File: src/rtl/mcpid_pkg.sv
`default_nettype none

package mcpid_pkg;

  localparam int CHANNELS = 8;
  localparam int CH_W     = 3;
  localparam int VAL_W    = 16;
  localparam int GAIN_W   = 16;
  localparam int ERR_W    = VAL_W + 1;
  localparam int DIFF_W   = ERR_W + 1;
  localparam int INT_W    = ERR_W;
  localparam int MUL_W    = 24;
  localparam int PROD_W   = 2 * MUL_W;
  localparam int WPROD_W  = GAIN_W + INT_W;
  localparam int SUM_W    = 38;
  localparam int N_W      = SUM_W + 7;
  localparam int M9_W     = 20;
  localparam int T_W      = 22;
  localparam int REG_IDX_W = 3;

  // Reciprocals for exact division by 10 and by 100 over the value ranges used.
  localparam int RECIP10      = 838861;
  localparam int RECIP10_SH   = 23;
  localparam int RECIP100     = 5368710;
  localparam int RECIP100_SH  = 29;
  localparam int SCALE_NUM    = 69;
  localparam int ROUND_BIAS   = 12800;
  localparam int SAT_POS_T    = 3276800;
  localparam int SAT_NEG_T    = 3276900;

  localparam logic [15:0] ERR_THR_RESET = 16'd50;
  localparam logic [15:0] WINDUP_RESET  = 16'd60;

  typedef enum logic [REG_IDX_W-1:0] {
    REG_GAIN_PROP  = 3'd0,
    REG_GAIN_INTEG = 3'd1,
    REG_GAIN_DERIV = 3'd2,
    REG_ERR_THR    = 3'd3,
    REG_WINDUP     = 3'd4
  } reg_idx_t;

  typedef enum logic [3:0] {
    OP_NONE,
    OP_LOAD,
    OP_ERR,
    OP_WMUL,
    OP_WCHK,
    OP_DMUL,
    OP_DAPPLY,
    OP_PMUL,
    OP_IMUL,
    OP_DERMUL,
    OP_SUM,
    OP_SCALE,
    OP_CLAMP,
    OP_QMUL,
    OP_FIN
  } op_t;

  typedef struct packed {
    logic in_valid;
    logic in_update;
    logic out_blocked;
  } sts_t;

  typedef struct packed {
    logic signed [GAIN_W-1:0] gain_prop;
    logic signed [GAIN_W-1:0] gain_integ;
    logic signed [GAIN_W-1:0] gain_deriv;
    logic [15:0]              err_thr;
    logic [15:0]              windup_lim;
  } cfg_t;

endpackage

`default_nettype wire

File: src/rtl/mcpid_ctrl.sv
`default_nettype none

module mcpid_ctrl (
  input  wire logic          clk,
  input  wire logic          rst_n,
  input  mcpid_pkg::sts_t    sts,
  output mcpid_pkg::op_t     op,
  output logic               in_ready
);
  import mcpid_pkg::*;

  typedef enum logic [3:0] {
    ST_IDLE,
    ST_ERR,
    ST_WMUL,
    ST_WCHK,
    ST_DMUL,
    ST_DAPPLY,
    ST_PMUL,
    ST_IMUL,
    ST_DERMUL,
    ST_SUM,
    ST_SCALE,
    ST_CLAMP,
    ST_QMUL,
    ST_FIN
  } state_t;

  state_t state_r;

  always_ff @(posedge clk) begin
    if (!rst_n) begin
      state_r <= ST_IDLE;
    end else begin
      case (state_r)
        ST_IDLE: begin
          if (sts.in_valid && sts.in_update) state_r <= ST_ERR;
        end
        ST_ERR:    state_r <= ST_WMUL;
        ST_WMUL:   state_r <= ST_WCHK;
        ST_WCHK:   state_r <= ST_DMUL;
        ST_DMUL:   state_r <= ST_DAPPLY;
        ST_DAPPLY: state_r <= ST_PMUL;
        ST_PMUL:   state_r <= ST_IMUL;
        ST_IMUL:   state_r <= ST_DERMUL;
        ST_DERMUL: state_r <= ST_SUM;
        ST_SUM:    state_r <= ST_SCALE;
        ST_SCALE:  state_r <= ST_CLAMP;
        ST_CLAMP:  state_r <= ST_QMUL;
        ST_QMUL:   state_r <= ST_FIN;
        ST_FIN: begin
          if (!sts.out_blocked) state_r <= ST_IDLE;
        end
        default:   state_r <= ST_IDLE;
      endcase
    end
  end

  assign in_ready = (state_r == ST_IDLE);

  always_comb begin
    case (state_r)
      ST_IDLE:   op = sts.in_valid ? OP_LOAD : OP_NONE;
      ST_ERR:    op = OP_ERR;
      ST_WMUL:   op = OP_WMUL;
      ST_WCHK:   op = OP_WCHK;
      ST_DMUL:   op = OP_DMUL;
      ST_DAPPLY: op = OP_DAPPLY;
      ST_PMUL:   op = OP_PMUL;
      ST_IMUL:   op = OP_IMUL;
      ST_DERMUL: op = OP_DERMUL;
      ST_SUM:    op = OP_SUM;
      ST_SCALE:  op = OP_SCALE;
      ST_CLAMP:  op = OP_CLAMP;
      ST_QMUL:   op = OP_QMUL;
      ST_FIN:    op = sts.out_blocked ? OP_NONE : OP_FIN;
      default:   op = OP_NONE;
    endcase
  end

endmodule

`default_nettype wire

File: src/rtl/mcpid_dp.sv
`default_nettype none

module mcpid_dp (
  input  wire logic                               clk,
  input  wire logic                               rst_n,
  input  mcpid_pkg::op_t                          op,
  input  mcpid_pkg::cfg_t                         cfg,
  input  wire logic                               in_cmd,
  input  wire logic [mcpid_pkg::CH_W-1:0]         in_channel,
  input  wire logic signed [mcpid_pkg::VAL_W-1:0] in_value,
  input  wire logic                               out_ready,
  output logic                                    out_valid,
  output logic [mcpid_pkg::CH_W-1:0]              out_channel,
  output logic signed [mcpid_pkg::VAL_W-1:0]      out_drive,
  output logic                                    out_sat
);
  import mcpid_pkg::*;

  // Per-channel state.
  logic signed [VAL_W-1:0] target_mem [CHANNELS];
  logic signed [INT_W-1:0] integ_mem  [CHANNELS];
  logic signed [ERR_W-1:0] last_mem   [CHANNELS];

  logic [CH_W-1:0]          ch_r;
  logic signed [VAL_W-1:0]  target_r;
  logic signed [VAL_W-1:0]  meas_r;
  logic signed [ERR_W-1:0]  last_r;
  logic signed [INT_W-1:0]  i_r;
  logic signed [ERR_W-1:0]  e_r;
  logic signed [DIFF_W-1:0] d_r;
  logic signed [PROD_W-1:0] prod_r;
  logic signed [SUM_W-1:0]  acc_r;
  logic signed [N_W-1:0]    n_r;
  logic [M9_W-1:0]          m9_r;
  logic                     i_neg_r;
  logic                     decay_r;
  logic [T_W-1:0]           t_r;
  logic                     neg_r;
  logic                     sat_r;

  logic                     out_valid_r;
  logic [CH_W-1:0]          out_channel_r;
  logic signed [VAL_W-1:0]  out_drive_r;
  logic                     out_sat_r;

  logic signed [ERR_W-1:0]  e_now;
  logic signed [DIFF_W-1:0] d_now;
  logic [ERR_W-1:0]         e_mag;
  logic [DIFF_W-1:0]        d_mag;
  logic                     refresh;
  logic signed [WPROD_W-1:0] wprod;
  logic [WPROD_W-1:0]       wprod_mag;
  logic [INT_W-1:0]         i_mag;
  logic [INT_W-1:0]         dec_q;
  logic signed [INT_W-1:0]  i_new;
  logic signed [SUM_W-1:0]  prod_low;
  logic [N_W-1:0]           n_mag;
  logic [N_W-9:0]           t_full;
  logic                     sat_now;
  logic [VAL_W-1:0]         q_div;
  logic signed [VAL_W-1:0]  drive_now;
  logic signed [MUL_W-1:0]  mul_a;
  logic signed [MUL_W-1:0]  mul_b;
  logic signed [PROD_W-1:0] mul_p;
  logic                     ch_ok;

  assign ch_ok = (int'(in_channel) < CHANNELS);

  // Error, error change and the integral refresh test.
  assign e_now   = ERR_W'(target_r) - ERR_W'(meas_r);
  assign d_now   = DIFF_W'(e_now) - DIFF_W'(last_r);
  assign e_mag   = e_now[ERR_W-1] ? ERR_W'(-e_now) : ERR_W'(e_now);
  assign d_mag   = d_now[DIFF_W-1] ? DIFF_W'(-d_now) : DIFF_W'(d_now);
  assign refresh = (e_mag <= {1'b0, cfg.err_thr}) && (d_mag <= {2'b00, cfg.err_thr});

  // Windup test on the registered integral product.
  assign wprod     = prod_r[WPROD_W-1:0];
  assign wprod_mag = wprod[WPROD_W-1] ? WPROD_W'(-wprod) : WPROD_W'(wprod);
  assign i_mag     = i_r[INT_W-1] ? INT_W'(-i_r) : INT_W'(i_r);

  // Decay: |I|*9/10 from the reciprocal product, sign put back afterwards.
  assign dec_q = prod_r[RECIP10_SH +: INT_W];
  assign i_new = decay_r ? (i_neg_r ? INT_W'(-$signed(dec_q)) : $signed(dec_q)) : i_r;

  assign prod_low = prod_r[SUM_W-1:0];

  // Scaling by 69/25600 with truncation towards zero, clamped to 16 bits.
  assign n_mag   = n_r[N_W-1] ? N_W'(-n_r) : N_W'(n_r);
  assign t_full  = n_mag[N_W-1:8];
  assign sat_now = n_r[N_W-1] ? (t_full >= (N_W-8)'(SAT_NEG_T))
                              : (t_full >= (N_W-8)'(SAT_POS_T));

  assign q_div = prod_r[RECIP100_SH +: VAL_W];
  always_comb begin
    if (sat_r) begin
      drive_now = neg_r ? {1'b1, {(VAL_W-1){1'b0}}} : {1'b0, {(VAL_W-1){1'b1}}};
    end else begin
      drive_now = neg_r ? VAL_W'(-$signed(q_div)) : $signed(q_div);
    end
  end

  // The one shared multiplier.
  always_comb begin
    case (op)
      OP_WMUL, OP_IMUL: begin
        mul_a = MUL_W'(cfg.gain_integ);
        mul_b = MUL_W'(i_r);
      end
      OP_DMUL: begin
        mul_a = $signed({{(MUL_W-M9_W){1'b0}}, m9_r});
        mul_b = MUL_W'(RECIP10);
      end
      OP_PMUL: begin
        mul_a = MUL_W'(cfg.gain_prop);
        mul_b = MUL_W'(e_r);
      end
      OP_DERMUL: begin
        mul_a = MUL_W'(cfg.gain_deriv);
        mul_b = MUL_W'(d_r);
      end
      OP_QMUL: begin
        mul_a = $signed({{(MUL_W-T_W){1'b0}}, t_r});
        mul_b = MUL_W'(RECIP100);
      end
      default: begin
        mul_a = '0;
        mul_b = '0;
      end
    endcase
  end

  assign mul_p = mul_a * mul_b;

  always_ff @(posedge clk) begin
    if (!rst_n) begin
      for (int k = 0; k < CHANNELS; k++) begin
        target_mem[k] <= '0;
        integ_mem[k]  <= '0;
        last_mem[k]   <= '0;
      end
    end else begin
      if (op == OP_LOAD && ch_ok && !in_cmd) begin
        target_mem[in_channel] <= in_value;
        integ_mem[in_channel]  <= '0;
      end
      if (op == OP_DAPPLY) begin
        integ_mem[ch_r] <= i_new;
        last_mem[ch_r]  <= e_r;
      end
    end
  end

  always_ff @(posedge clk) begin
    case (op)
      OP_LOAD: begin
        ch_r     <= in_channel;
        meas_r   <= in_value;
        target_r <= target_mem[in_channel];
        i_r      <= integ_mem[in_channel];
        last_r   <= last_mem[in_channel];
      end
      OP_ERR: begin
        e_r <= e_now;
        d_r <= d_now;
        if (refresh) i_r <= e_now;
      end
      OP_WMUL: prod_r <= mul_p;
      OP_WCHK: begin
        decay_r <= (wprod_mag >= WPROD_W'({cfg.windup_lim, 8'h00}));
        m9_r    <= M9_W'({i_mag, 3'b000}) + M9_W'(i_mag);
        i_neg_r <= i_r[INT_W-1];
      end
      OP_DMUL:   prod_r <= mul_p;
      OP_DAPPLY: i_r    <= i_new;
      OP_PMUL:   prod_r <= mul_p;
      OP_IMUL: begin
        prod_r <= mul_p;
        acc_r  <= prod_low;
      end
      OP_DERMUL: begin
        prod_r <= mul_p;
        acc_r  <= acc_r + prod_low;
      end
      OP_SUM:    acc_r <= acc_r + prod_low;
      OP_SCALE: begin
        n_r <= (N_W'(acc_r) <<< 6) + (N_W'(acc_r) <<< 2) + N_W'(acc_r)
             + N_W'(ROUND_BIAS);
      end
      OP_CLAMP: begin
        neg_r <= n_r[N_W-1];
        sat_r <= sat_now;
        t_r   <= t_full[T_W-1:0];
      end
      OP_QMUL:   prod_r <= mul_p;
      default: ;
    endcase
  end

  // Output register: holds a finished transaction until the sink takes it.
  always_ff @(posedge clk) begin
    if (!rst_n) begin
      out_valid_r <= 1'b0;
    end else if (op == OP_FIN) begin
      out_valid_r <= 1'b1;
    end else if (out_ready) begin
      out_valid_r <= 1'b0;
    end
  end

  always_ff @(posedge clk) begin
    if (op == OP_FIN) begin
      out_channel_r <= ch_r;
      out_drive_r   <= drive_now;
      out_sat_r     <= sat_r;
    end
  end

  assign out_valid   = out_valid_r;
  assign out_channel = out_channel_r;
  assign out_drive   = out_drive_r;
  assign out_sat     = out_sat_r;

endmodule

`default_nettype wire

File: src/rtl/multi_channel_position_pid_unit.sv
// Eight-channel position PID with integral anti-windup. A set-target
// transaction (in_tuser = 0) stores the channel's target and clears its
// integral in the cycle it is accepted, giving no result. An update
// transaction (in_tuser = 1) carries the measured position and yields one
// drive transaction after the sequencer has run its states from ST_ERR to
// ST_FIN; no new input is taken until it returns to idle. The block has
// a single shared 24x24 multiplier which the sequencer uses six times per
// update (windup test, decay by nine tenths, the three gain terms and the
// final divide by 100). A finished result waits in the output register, so a
// stalled sink only holds the block once a second result is ready. Gains are
// signed Q8.8; the drive is rounded, truncated towards zero and clipped to
// 16 bits, with out_tuser flagging the clip. Configuration writes take effect
// at once and should only be made while the block is idle.
`default_nettype none

module multi_channel_position_pid_unit (
  input  wire logic        clk,
  input  wire logic        rst_n,
  input  wire logic        in_tvalid,
  output logic             in_tready,
  input  wire logic [23:0] in_tdata,   // [2:0] channel, [18:3] value, rest zero
  input  wire logic        in_tuser,   // [0] command
  output logic             out_tvalid,
  input  wire logic        out_tready,
  output logic [23:0]      out_tdata,  // [2:0] out_channel, [18:3] drive, rest zero
  output logic             out_tuser,  // [0] saturated
  input  wire logic        cfg_we,
  input  wire logic [mcpid_pkg::REG_IDX_W-1:0] cfg_addr,
  input  wire logic [15:0] cfg_wdata
);
  import mcpid_pkg::*;

  cfg_t                    cfg_r;
  sts_t                    sts;
  op_t                     op;
  logic [CH_W-1:0]         in_channel;
  logic signed [VAL_W-1:0] in_value;
  logic [CH_W-1:0]         out_channel;
  logic signed [VAL_W-1:0] out_drive;
  logic                    out_sat;

  always_ff @(posedge clk) begin
    if (!rst_n) begin
      cfg_r.gain_prop  <= '0;
      cfg_r.gain_integ <= '0;
      cfg_r.gain_deriv <= '0;
      cfg_r.err_thr    <= ERR_THR_RESET;
      cfg_r.windup_lim <= WINDUP_RESET;
    end else if (cfg_we) begin
      case (reg_idx_t'(cfg_addr))
        REG_GAIN_PROP:  cfg_r.gain_prop  <= $signed(cfg_wdata);
        REG_GAIN_INTEG: cfg_r.gain_integ <= $signed(cfg_wdata);
        REG_GAIN_DERIV: cfg_r.gain_deriv <= $signed(cfg_wdata);
        REG_ERR_THR:    cfg_r.err_thr    <= cfg_wdata;
        REG_WINDUP:     cfg_r.windup_lim <= cfg_wdata;
        default: ;
      endcase
    end
  end

  assign in_channel = in_tdata[CH_W-1:0];
  assign in_value   = $signed(in_tdata[CH_W +: VAL_W]);

  assign sts.in_valid    = in_tvalid;
  assign sts.in_update   = in_tuser && (int'(in_channel) < CHANNELS);
  assign sts.out_blocked = out_tvalid && !out_tready;

  mcpid_ctrl u_ctrl (
    .clk      (clk),
    .rst_n    (rst_n),
    .sts      (sts),
    .op       (op),
    .in_ready (in_tready)
  );

  mcpid_dp u_dp (
    .clk         (clk),
    .rst_n       (rst_n),
    .op          (op),
    .cfg         (cfg_r),
    .in_cmd      (in_tuser),
    .in_channel  (in_channel),
    .in_value    (in_value),
    .out_ready   (out_tready),
    .out_valid   (out_tvalid),
    .out_channel (out_channel),
    .out_drive   (out_drive),
    .out_sat     (out_sat)
  );

  assign out_tdata = {5'b00000, out_drive, out_channel};
  assign out_tuser = out_sat;

endmodule

`default_nettype wire

File: config.mk
export PLATFORM = sky130hd
export DESIGN_NAME = multi_channel_position_pid_unit
export DESIGN_NICKNAME = d
export VERILOG_FILES = /design/src/rtl/mcpid_pkg.sv /design/src/rtl/mcpid_ctrl.sv /design/src/rtl/mcpid_dp.sv /design/src/rtl/multi_channel_position_pid_unit.sv
export SDC_FILE = /design/constraint.sdc
export NUM_CORES = 2
export LEC_CHECK = 0
export BUFFER_PORTS_ARGS = -buffer_cell sky130_fd_sc_hd__buf_2
export CAP_MARGIN = 5
export CELL_PAD_IN_SITES_DETAIL_PLACEMENT = 1
export CELL_PAD_IN_SITES_GLOBAL_PLACEMENT = 1
export CORE_MARGIN = 3
export CORE_UTILIZATION = 47
export DETAILED_ROUTE_END_ITERATION = 8
export PLACE_DENSITY_LB_ADDON = 0.1
export SLEW_MARGIN = 20
export SYNTH_ARGS = -nofsm -noshare
export SYNTH_HDL_FRONTEND = slang
export SYNTH_HIERARCHICAL = 1
export SYNTH_SLANG_ARGS = --single-unit
File: constraint.sdc
create_clock -name clk -period 12.8 [get_ports clk]
set_input_delay 3.84 -clock clk [delete_from_list [all_inputs] [get_ports clk]]
set_output_delay 3.84 -clock clk [all_outputs]
set_load 0.1 [all_outputs]
; ---- Word-level counts from Yosys, hierarchy flattened
; Memory sizes are Yosys's and may differ from the RTL's. A register that Yosys moved wholly into a read port is not among the register bits.
; Cells that the tools add are included.
[classes]
n_lt_le_gt_ge = 5
multipliers = 1
n_eq_ne = 34
add_sub_neg = 14
reduce_logical = 25
mux = 43
[op_table]
columns = cell, count
row1 = $pmux W24 S5, 2
row2 = $mux W17, 8
row3 = $pmux W4 S14, 2
row4 = $pmux W38 S2, 1
row5 = $ge A37 B22 Y1 const B, 2
row6 = $mux W16, 4
row7 = $eq A4 B4 Y1 const B, 13
row8 = $neg A17 Y17, 3
row9 = $pmux W17 S3, 1
row10 = $reduce_or A17 Y1, 3
row11 = $add A44 B40 Y45, 1
row12 = $add A45 B15 Y45 const B, 1
row13 = $add A45 B38 Y45, 1
row14 = $mul A24 B24 Y45, 1
row15 = $mux W45, 1
row16 = $neg A45 Y45, 1
row17 = $add A38 B38 Y38, 1
row18 = $ge A33 B24 Y1, 1
row19 = $mux W33, 1
row20 = $neg A33 Y33, 1
row21 = $eq A4 B3 Y1 const B, 8
row22 = $add A20 B17 Y20, 1
row23 = $le A18 B16 Y1, 1
row24 = $mux W18, 1
row25 = other kinds (25), 62
[word_totals]
memories = 3
word_cells = 149
inputBits = 49
out_inout_bits = 27
register_bits = 350
ram_bits = 400
[memory_table]
columns = name, depth, width, rd, rd_clocked_by_memory_dff, wr, line
row1 = u_dp.integ_mem, 8, 17, 1, 0, 8, mcpid_dp.sv:21  ; logic signed [INT_W-1:0] integ_mem [CHANNELS];
row2 = u_dp.last_mem, 8, 17, 1, 1, 8, mcpid_dp.sv:22  ; logic signed [ERR_W-1:0] last_mem [CHANNELS];
row3 = u_dp.target_mem, 8, 16, 1, 1, 8, mcpid_dp.sv:20  ; logic signed [VAL_W-1:0] target_mem [CHANNELS];

; ---- Longest topological paths before layout
[logic_depth]
ltp_word = 12
ltp_mapped = 39

; ---- Modules after synthesis
; The synthesis kept the hierarchy.
[modules_own_cells]
columns = module, area_per_inst_um2, instances, cells_per_inst, seq_area_each_um2
row1 = mcpid_dp, 58506.1, 1, 5678, 20980.1
row2 = multi_channel_position_pid_unit, 3041.7, 1, 296, 1601.5
row3 = mcpid_ctrl, 330.3, 1, 40, 80.1

; ---- Least setup slack after synthesis
; OpenSTA, ideal clock, no wires.
[synth_timing]
path_kind = input port to flip-flop
start = input port out_tready
end = register u_dp.prod_r[43], data pin
t_arrival_ns = 12.388
n_path_buf = 3
path_stages = 33
setup_slack_ns = 0.146
setup_time_ns = 0.266
path_cell_list = nor2b_1 -> a21oi_1 -> o21ai_0 -> o21ai_0 -> nand2b_1 -> nor2_1 -> a22oi_1 -> nand2_1 -> clkbuf_1 -> clkbuf_1 -> buf_1 -> nand2_1 -> fa_1 -> inv_1 -> fa_1 -> fa_1 -> fa_1 -> fa_1 -> fa_1 -> inv_1 -> fa_1 -> inv_1 -> ha_1 -> a21o_1 -> a21o_1 -> a21oi_1 -> o21ai_0 -> o211ai_1 -> o31ai_1 -> o41ai_1 -> o31ai_1 -> o41ai_1 -> xnor2_1
[synth_via]
elab_chain_cells = 8
[synth_rtl]
columns = element, line
row1 = from (decl), multi_channel_position_pid_unit.sv:24  ; input wire logic out_tready,
row2 = $logic_not A1 Y1 *, multi_channel_position_pid_unit.sv:66  ; assign sts.out_blocked = out_tvalid && !out_tready;
row3 = $logic_and A1 B1 Y1 *, multi_channel_position_pid_unit.sv:66
row4 = $mux W4 *, mcpid_ctrl.sv:76  ; ST_FIN: op = sts.out_blocked ? OP_NONE : OP_FIN;
row5 = $pmux W4 S14 *, mcpid_ctrl.sv:62  ; case (state_r)
row6 = via op[3], multi_channel_position_pid_unit.sv:35  ; op_t op;
row7 = $eq A4 B2 Y1 or $eq A4 B4 Y1 (tied branches), mcpid_dp.sv:104  ; case (op)
row8 = $reduce_or A2 Y1, mcpid_dp.sv:104
row9 = $pmux W24 S5, mcpid_dp.sv:104
row10 = $mul A24 B24 Y45 *, mcpid_dp.sv:132  ; assign mul_p = mul_a * mul_b;
row11 = via u_dp.mul_p[43], mcpid_dp.sv:64  ; logic signed [PROD_W-1:0] mul_p;
row12 = to (signal assigned), mcpid_dp.sv:167  ; OP_WMUL: prod_r <= mul_p;
row13 = to (signal assigned), mcpid_dp.sv:173  ; OP_DMUL: prod_r <= mul_p;
row14 = to (signal assigned), mcpid_dp.sv:175  ; OP_PMUL: prod_r <= mul_p;
row15 = to (decl), mcpid_dp.sv:31  ; logic signed [PROD_W-1:0] prod_r;
; The timed path passes the listed nets; every way through them passes the cells marked *.
; A chain may end at the register's enable or synchronous reset.

==> flow_summary.ini <==
[setup_path]
crit_path_start_kind = input pin
cp-end-kind = flop
crit_required_ns = 13.21
worst-r2r-cell-count = 34
crit_path_frequent_cell = fa_1
worstPathMaxFanout = 19
path_class = input pin to flop
crit_slowest_cell = nand4_1
r2r_slack_ns = 2.92
crit_arrival_ns = 12.92
cp_slowest_stage_delay_ns = 0.69

[global_route]
grt_usage = 0.300
grt_pass1_vias = 50274
grt_max_degree = 131
antenna_found_initial = 7
grt_pass1_wl_mm = 308
grt-ovfl-total = 0

[yosys]
yosysTopAreaCellShare = 0.339
yosysTopAreaCell = edfxtp_1
synth_edf_count = 698
synth_top_flop_cell = edfxtp_1
postSynth.asyncResetShare = 0
yosysSeqAreaShare = 0.366
synth.area.top_cells = edfxtp_1 (34%), fa_1 (20%), ha_1 (7.1%)
synth.cell_area_um2 = 61900
synth_cell_types = 95
synth_area_per_cell_um2 = 10.3
synth_seq_cells = 783
synth_most_common_cell = inv_1
yosys_warnings = 6
synthTopCellsByCount = inv_1 (829), edfxtp_1 (698), nand2_1 (627)
syn_inst = 6014

[sta]
setup_tns_ns = 0
fin_crit_sh = 0.978
fmax_mhz = 79.9
maxSlewHeadroom = 0.235
hold_viol = 0
worst_pin_slew_ns = 1.15
min_period_ns = 12.51
final.setup_skew_ns = 0.0781
setup_ws_ns = 0.286
rsz0062_at_grt = false
setup_viol = 0
maxSlewViolCount = 0

[placement]
placed_cells = 7891
dp_slack_ns = -0.792
dp_hpwl_mm = 152
portBuffers = 65
place_congestion = 0.988
dpl_cell_area_um2 = 66300

[pwr]
switching_share = 0.388
clockPowerShare = 0.262
ir_drop_v = 0.000109
p_leak_nw = 30.0
power_density_nw_per_um2 = 145
intPower_mw = 6.17
combPwrFrac = 0.406
seqPwrFrac = 0.333
p_switching_mw = 3.91

[floorplanning]
dieArea_um2 = 136000
die_h_um = 369
initial_utilization = 0.475
row_count = 132
ios = 76
die_x_um = 369
core_um2 = 130000

[cells_and_area]
drive_gt1_frac = 0.102
final_nets = 7253
final_cell_count_no_fill = 8073
synthToLayoutAreaGrowth_pct = 12.2
design_area_um2 = 69400
utilization = 0.533

[detailed_routing]
dr.pass1.iters = 6
drt_iter0_markers = 4080
num_vias = 47241
drc = 0
routed_wl_mm = 202
routed_via_density = 5.85
avgRoutedWirePerCell_um = 25.0
ant_nets = 0

[run_status]
status = complete, no violations

[clocking]
clock_path_buffers = 3
postCtsHoldBufs = 0
cts_root_buf = clkbuf_16
cts_max_level = 3
cts_tree = built
cts_buffers = 92
clock_sinks = 783
clk_latency_ns = 0.73
path_clk_slew_ns = 0.06

[hold_path]
min_path_cells = 2
min_path_type = flop to flop

[job]
drv_cap = 0
## metal layers
layer	wire length [um]	track usage	up-vias
met2	94200	0.482	1418
met1	88500	0.419	24616
met4	8020	0.114	0
met3	11500	0.0346	307
li1	-	-	20900
met5	0	0	-
## per-stage QoR
stage / hold slack [ns] / total power, mW
6_report: 0.463 / 10.1
2_1_floorplan: 0.424 / 5.98
3_3_place_gp: 0.442 / 7.26
3_5_place_dp: 0.450 / 7.38
4_1_cts: 0.464 / 10.1
5_1_grt: 0.477 / 10.6
## kinds of logic (layout without fill, tap and decap cells)
family,after synthesis,after routing,synth area share
xor+xnor,254,254,0.0360
simple gates,1859,1859,0.142
other cells,1,7,0.0000606
flops,783,783,0.366
compound gates,948,948,0.104
mux,101,101,0.0165
fa+ha+maj,955,955,0.266
buf+inv,1113,1424,0.0688
## cell usage in the layout, fill, tap and decap left out, types with 20 or more instances in the layout
| master | instances |
|---|---|
| fa_1 | 603 |
| xnor2_1 | 175 |
| and4_1 | 22 |
| nand2_1 | 627 |
| o21ai_0 | 161 |
| edfxtp_1 | 698 |
| nor3_1 | 77 |
| buf_2 | 64 |
| nand4_1 | 75 |
| nor2_1 | 529 |
| and3_1 | 140 |
| o21a_1 | 35 |
| nand2b_1 | 34 |
| nor4_1 | 28 |
| buf_4 | 329 |
| a221oi_1 | 21 |
| mux2i_1 | 93 |
| inv_1 | 828 |
| a22oi_1 | 209 |
| clkbuf_16 | 94 |
| a31oi_1 | 30 |
| or3_1 | 29 |
| o31ai_1 | 35 |
| nor2b_1 | 36 |
| nand3_1 | 47 |
| ha_1 | 352 |
| a21o_1 | 64 |
| a211oi_1 | 24 |
| a211o_1 | 20 |
| dfxtp_1 | 85 |
| o21bai_1 | 23 |
| a21oi_1 | 162 |
| clkinv_1 | 29 |
| xor2_1 | 79 |
| and2_1 | 114 |
## worst max-delay path, delay by kind of cell
family | cells | cell delay, ns
simple gates | 8 | 1.64
fa+ha+maj | 8 | 3.92
xor+xnor | 1 | 0.16
compound gates | 10 | 2.32
buf+inv | 7 | 1.02
## power by group through the flow
stage,Combinational [mW],Clock [mW],Sequential [mW]
after floorplan,2.70,0,3.28
after global placement,3.87,0,3.39
after detailed placement,3.98,0,3.40
after CTS,4.03,2.69,3.35
after global routing,4.47,2.79,3.37
final,4.09,2.64,3.36
## final cells by class
cell class,instances,area (um^2)
Timing Repair Buffer,414,3210
Tap cell,1742,2180
Fill cell,14363,60700
Clock buffer,113,2450
Inverter,836,3140
Clock inverter,61,582
Multi-Input combinational cell,4122,35200
Antenna cell,2,5.00
Sequential cell,783,22700
## registers in the layout (all words and copies together), names as in the netlist, 17 cells and up
name,flops
u_dp/target_mem,128
u_dp/last_mem,136
cfg_r,80
u_dp/n_r,45
u_dp/t_r,22
u_dp/d_r,18
u_dp/e_r,17
u_dp/integ_mem,136
u_dp/m9_r,20
u_dp/i_r,17
u_dp/last_r,17
u_dp/prod_r,45
u_dp/acc_r,38
## worst paths after layout
kind	to	start
setup / recovery	u_dp/prod_r[44]	out_tready
hold reg to reg	cfg_r[8]	cfg_r[8]
hold / removal	cfg_r[8]	cfg_r[8]
setup reg to reg	u_dp/prod_r[44]	u_ctrl/state_r[1]
## what timing repair did
action / CTS / global route
endpoints found under the setup margin: 2 / 6
gates resized for setup: 1 / 7
hold endpoints to repair: 0 / 0
buffers inserted: 1 / 4
pin swaps: 0 / 2
No activity file was read; power rests on OpenSTA's default activity.
